$ cat src/rtl/core/sevt_div.sv
module sevt_div #(
  parameter int unsigned DW = 16,
  parameter int unsigned QW = 16,
  parameter int unsigned SW = 1
) (
  input  logic             clk,
  input  logic             rst,
  input  logic             en,
  input  logic             in_valid,
  input  logic [DW+QW-1:0] in_dividend,
  input  logic [DW-1:0]    in_divisor,
  input  logic [SW-1:0]    in_side,
  output logic             out_valid,
  output logic [QW-1:0]    out_quot,
  output logic [SW-1:0]    out_side
);

  // one quotient bit per stage, index 0 is the unregistered input
  logic          vld  [0:QW];
  logic [DW-1:0] rem  [0:QW];
  logic [QW-1:0] lo   [0:QW];
  logic [QW-1:0] quo  [0:QW];
  logic [DW-1:0] dsr  [0:QW];
  logic [SW-1:0] side [0:QW];

  assign vld[0]  = in_valid;
  assign rem[0]  = in_dividend[DW+QW-1:QW];
  assign lo[0]   = in_dividend[QW-1:0];
  assign quo[0]  = '0;
  assign dsr[0]  = in_divisor;
  assign side[0] = in_side;

  for (genvar i = 0; i < QW; i++) begin : g_stage
    logic [DW:0] trial;
    logic [DW:0] sub;
    logic        ge;

    // shift in the next dividend bit and try a subtract
    assign trial = {rem[i], lo[i][QW-1]};
    assign sub   = trial - {1'b0, dsr[i]};
    assign ge    = trial >= {1'b0, dsr[i]};

    always_ff @(posedge clk) begin
      if (rst) begin
        vld[i+1] <= 1'b0;
      end else if (en) begin
        vld[i+1] <= vld[i];
      end
    end

    always_ff @(posedge clk) begin
      if (en) begin
        rem[i+1]  <= ge ? sub[DW-1:0] : trial[DW-1:0];
        lo[i+1]   <= lo[i] << 1;
        quo[i+1]  <= (quo[i] << 1) | QW'(ge);
        dsr[i+1]  <= dsr[i];
        side[i+1] <= side[i];
      end
    end
  end

  assign out_valid = vld[QW];
  assign out_quot  = quo[QW];
  assign out_side  = side[QW];

endmodule
$ cat config.mk
export PLATFORM = sky130hd
export DESIGN_NAME = sevt_div
export DESIGN_NICKNAME = d
export VERILOG_FILES = /design/src/rtl/core/sevt_div.sv
export SDC_FILE = /design/constraint.sdc
export NUM_CORES = 1
export LEC_CHECK = 0
export ABC_CLOCK_PERIOD_IN_PS = 4400
export BUFFER_PORTS_ARGS = -buffer_cell sky130_fd_sc_hd__buf_2
export CORE_AREA = 2 2 296 298
export DETAILED_ROUTE_END_ITERATION = 12
export DIE_AREA = 0 0 298 300
export SYNTH_ARGS = -nofsm -noshare
export SYNTH_HDL_FRONTEND = slang
export SYNTH_SLANG_ARGS = --single-unit
export TNS_END_PERCENT = 20
$ cat constraint.sdc
create_clock -name clk -period 4.4 [get_ports clk]
set_input_delay 0.22 -clock clk [delete_from_list [all_inputs] [get_ports clk]]
set_output_delay 0.22 -clock clk [all_outputs]
set_load 0.02 [all_outputs]
After elaboration in Yosys (flattened, before gate mapping)
Index checks and enable logic that the tools add are counted.

Output and inout bits: 18. Register bits after elaboration: 768.

Bitwise logic cells: 15. Multiplexer cells: 15. Add/subtract/negate cells: 15. Order comparisons: 16.

Operators by type and width (count): $ge 17x16->1 (16); $mux 16 (15); $sub 16x16->16 (15); $or 16x1->16 (1); $or 15x1->15 (1); $or 14x1->14 (1); $or 13x1->13 (1); $or 12x1->12 (1); $or 11x1->11 (1); $or 10x1->10 (1); $or 9x1->9 (1); $or 8x1->8 (1); $or 7x1->7 (1); $or 6x1->6 (1); $or 5x1->5 (1); $or 4x1->4 (1); $or 3x1->3 (1); $or 2x1->2 (1).

Depth between registers and ports, before layout
Depth after elaboration: 2. Mapped depth: 12. Gate-level depth less buffers: 11.

Worst setup path before layout
No wires, ideal clock.

Path type: register -> register. Start: register dsr[81] (netlist name). End: register rem (netlist bit g_stage[12].trial[10]) (data pin). Cell stages (with the launch flop): 12. Clock period less this slack: 2.995 ns. Slack: 1.405 ns. Arrival time: 2.735 ns. Required time: 4.140 ns. Buffers on the path: 1. Setup time: 0.260 ns. Path through: edfxtp_1 inv_1 ha_1 nor2b_1 o31a_1 o311a_1 nor2_2 o2111ai_1 o221a_2 nor3_4 buf_6 mux2_4.

Word-level cells in the longest chain between the ends: 2. Elaborated cells between the ends (all ways): 3. Classes of those cells: add/sub: 1; order compare: 1; mux: 1.

RTL lines: start: declaration (RTL line 23) `logic [DW-1:0] dsr [0:QW];`; start signal: indexed assignment (RTL line 56) `dsr[i+1] <= dsr[i];`; $sub 16x16->16 or $ge 17x16->1 (tied branches) (RTL line 40, 41); $mux 16 * (RTL line 53) `rem[i+1] <= ge ? sub[DW-1:0] : trial[DW-1:0];`; end signal: indexed assignment (RTL line 53); end: declaration (RTL line 20) `logic [DW-1:0] rem [0:QW];`.

Mark *: on every way between the ends. The rest lies on a longest branch, timed or not. A chain may end at the register's enable or synchronous reset.

Final worst setup path
Start: register dsr[225] (netlist name). End: register rem (netlist bit g_stage[3].trial[6]) (data pin).

Same word-level chain as after synthesis.

==> metrics <==
XOR/XNOR Fraction of Synth Area 3.46%; Yosys reg bits 768; worst r2r src dsr[225]; Die ar. 89,400 um^2; placed cell area 40,100 um^2; CP Launch Point dsr[225]; Mapped Nets 3,284; initial antenna violation count 0; synthesized area 38,500 um^2; gr usage total 16.3%; fin nets 3,450; fmax 271 MHz; Clock Sinks 768; top post-synthesis cells by area edfxtp_1 59%, ha_1 8.3%, mux2_2 4.3%; sequential share of the synthesized area 59.5%; Setup CP Type reg2reg; Slew Viols, Final 0; Yosys warnings 0; Via density 5.28; share of layout cells above drive strength 1 12.7%; most numerous cell in the Yosys netlist edfxtp_1; Post-Synth Simple-Gate Area 7.23%; final hold vios 0; Critical Path AT 4.07 ns; dominant cell type by area after synthesis edfxtp_1; # port buffers 70; reg2reg path depth 10; Worst-Margin Slew 1.05 ns; Setup Viol. Count Final 0; Synth Area in Compound Gates 10.4%; Final min period 3.69 ns; Crit Path Max Fanout 17; post-route cell area 43,400 um^2; main combinational cell family by area after synthesis compound AO/OA/AOI/OAI gates; Critical Path RT 4.78 ns; P_leak 17.3 nW; Post-synth EDFFs 752; final period utilization 83.8%; Async SR Flop Fraction 0%; initial core utilization 44.6%; DRC 0; CTS H-Tree Depth 3; Max Cap Viol 0; worst clock skew 0.0187 ns; GPL Wtd Cong 0.924; setup slack, reg-to-reg 0.71 ns; Tightest Hold Check Type in2reg; ANT nets after route 0; detailed-placement wirelength estimate 51.9 mm; RSZ-0062 raised after global routing false; row count 108; Post-Syn Instances 2,960; Pre-antenna DRT Iters 6; Clock Tree Buf Depth 3; die height 300 um; mux cell area share after synthesis 6.20%; Worst setup SP type flip-flop; syn_area_per_cell 13.0 um^2; Area Growth Syn to Fin 12.7%; kind of end point of the critical path flip-flop; PD cells 675 nW/um^2; 1st-iter DRT viols 1,504; post-synth top area share 58.7%; CORE AREA 86,200 um^2; setup_tns 0 ns; post-CTS resize count 0; ys flop type edfxtp_1; outcome finished clean; first-pass GRT wire length 119 mm; routed len/inst 16.8 um; worst skew pair latency 0.62 ns; I/O pin count 71; vias in the first global route 23,367; DR vias 22,944; Synth cell types 86; CTS Buf Count 85; DIE WIDTH 298 um; grt total ovfl 0; Root Buffer clkbuf_16; Max-slew headroom 29.8%; clk slew on worst S/H paths 0.06 ns; Max VDD drop 0.339 mV; final wirelength 72.9 mm; r2r endpoint g_stage[3].trial[6]; Diodes inserted 0; largest net degree at the start of global routing 170; post-synthesis adder-cell area fraction 9.10%; Post-synth top cells 752 x edfxtp_1, 324 x inv_1, 256 x ha_1, 180 x nor2_1, 162 x a21oi_1; crit path capture g_stage[3].trial[6]; CTS tree done
[worst max-delay path, stage by stage, from the launching register on]
cell and delay [ns]:
edfxtp_1 0.41, inv_1 0.06, ha_1 0.31, nor2b_1 0.16, o21bai_1 0.26, a311oi_1 0.18, a211oi_2 0.37, o2111ai_1 0.22
or3_4 0.41, a31oi_4 0.62, mux2_2 0.42
[layout make-up]
cell class	count	area, um^2
repair buffers	139	1090
flip-flops and latches	768	22900
well taps	1155	1450
multi-input cells	1808	14000
fillers	7413	42900
clock inverters	53	499
clock buffers	101	2190
inverters	324	1220
[sequential cells by signal (all words and copies together), names as in the netlist, 15 cells and up]
name,count
side,15
vld,15
lo,105
out_quot,16
quo,120
g_stage.trial,255
dsr,240
[stage by stage]
step	total power, mW	std cells	hold slack, ns	setup WS [ns]	utilization (%)
after floorplan	19.8	2960	0.319	1.41	-
after global placement	22.1	4141	0.396	0.889	46.6
after detailed placement	22.4	4141	0.398	0.742	46.6
after CTS	29.5	4348	0.229	0.719	50.3
after global routing	31.2	4348	0.273	0.526	50.3
final	29.3	4348	0.280	0.711	50.3
[logic make-up (layout without fill, tap and decap cells)]
logic type	Yosys count	after routing
compound gates	604	604
xor+xnor	152	152
fa+ha+maj	271	271
buf+inv	384	617
flops	768	768
mux	210	210
simple gates	571	571
[power by group]
part / switching (mW) / internal, mW / total, mW
clock network: 2.87 / 3.98 / 6.85
logic: 5.95 / 5.38 / 11.3
registers: 0.799 / 10.3 / 11.1
[worst min path at each step]
stage                     endpoint            start  slack [ns]  cells after the start
after floorplan           dsr[240]    in_divisor[0]        0.32                      0
after global placement     lo[241]   in_dividend[0]        0.40                      1
after detailed placement   lo[243]   in_dividend[2]        0.40                      1
after CTS                 quo[240]  in_dividend[30]        0.23                      4
after global routing       lo[250]   in_dividend[9]        0.27                      2
final                     quo[240]  in_dividend[30]        0.28                      4
[routing by layer]
metal,vias up,track usage [%],part of all wire (%)
met5,-,0,0
met4,0,6.11,3.2
met3,144,2.67,4.0
met2,447,29.2,51
met1,11045,19.6,42
li1,11308,-,-
[placed cells by master (no fill, tap or decap), types with 85 or more instances in the layout]
cell type | synthesis | final
nand2_1 | 117 | 117
clkbuf_16 | 0 | 85
mux2_2 | 147 | 147
xnor2_1 | 97 | 97
nor2_1 | 180 | 180
ha_1 | 256 | 256
inv_1 | 324 | 324
edfxtp_1 | 752 | 752
a21oi_1 | 162 | 161
o21ai_0 | 128 | 128
[repair_timing]
action | CTS | global route
hold buffers | 53 | 0
buffers inserted | 0 | 0
endpoints found under the hold margin | 72 | 0
(Power assumes the default switching activity.)
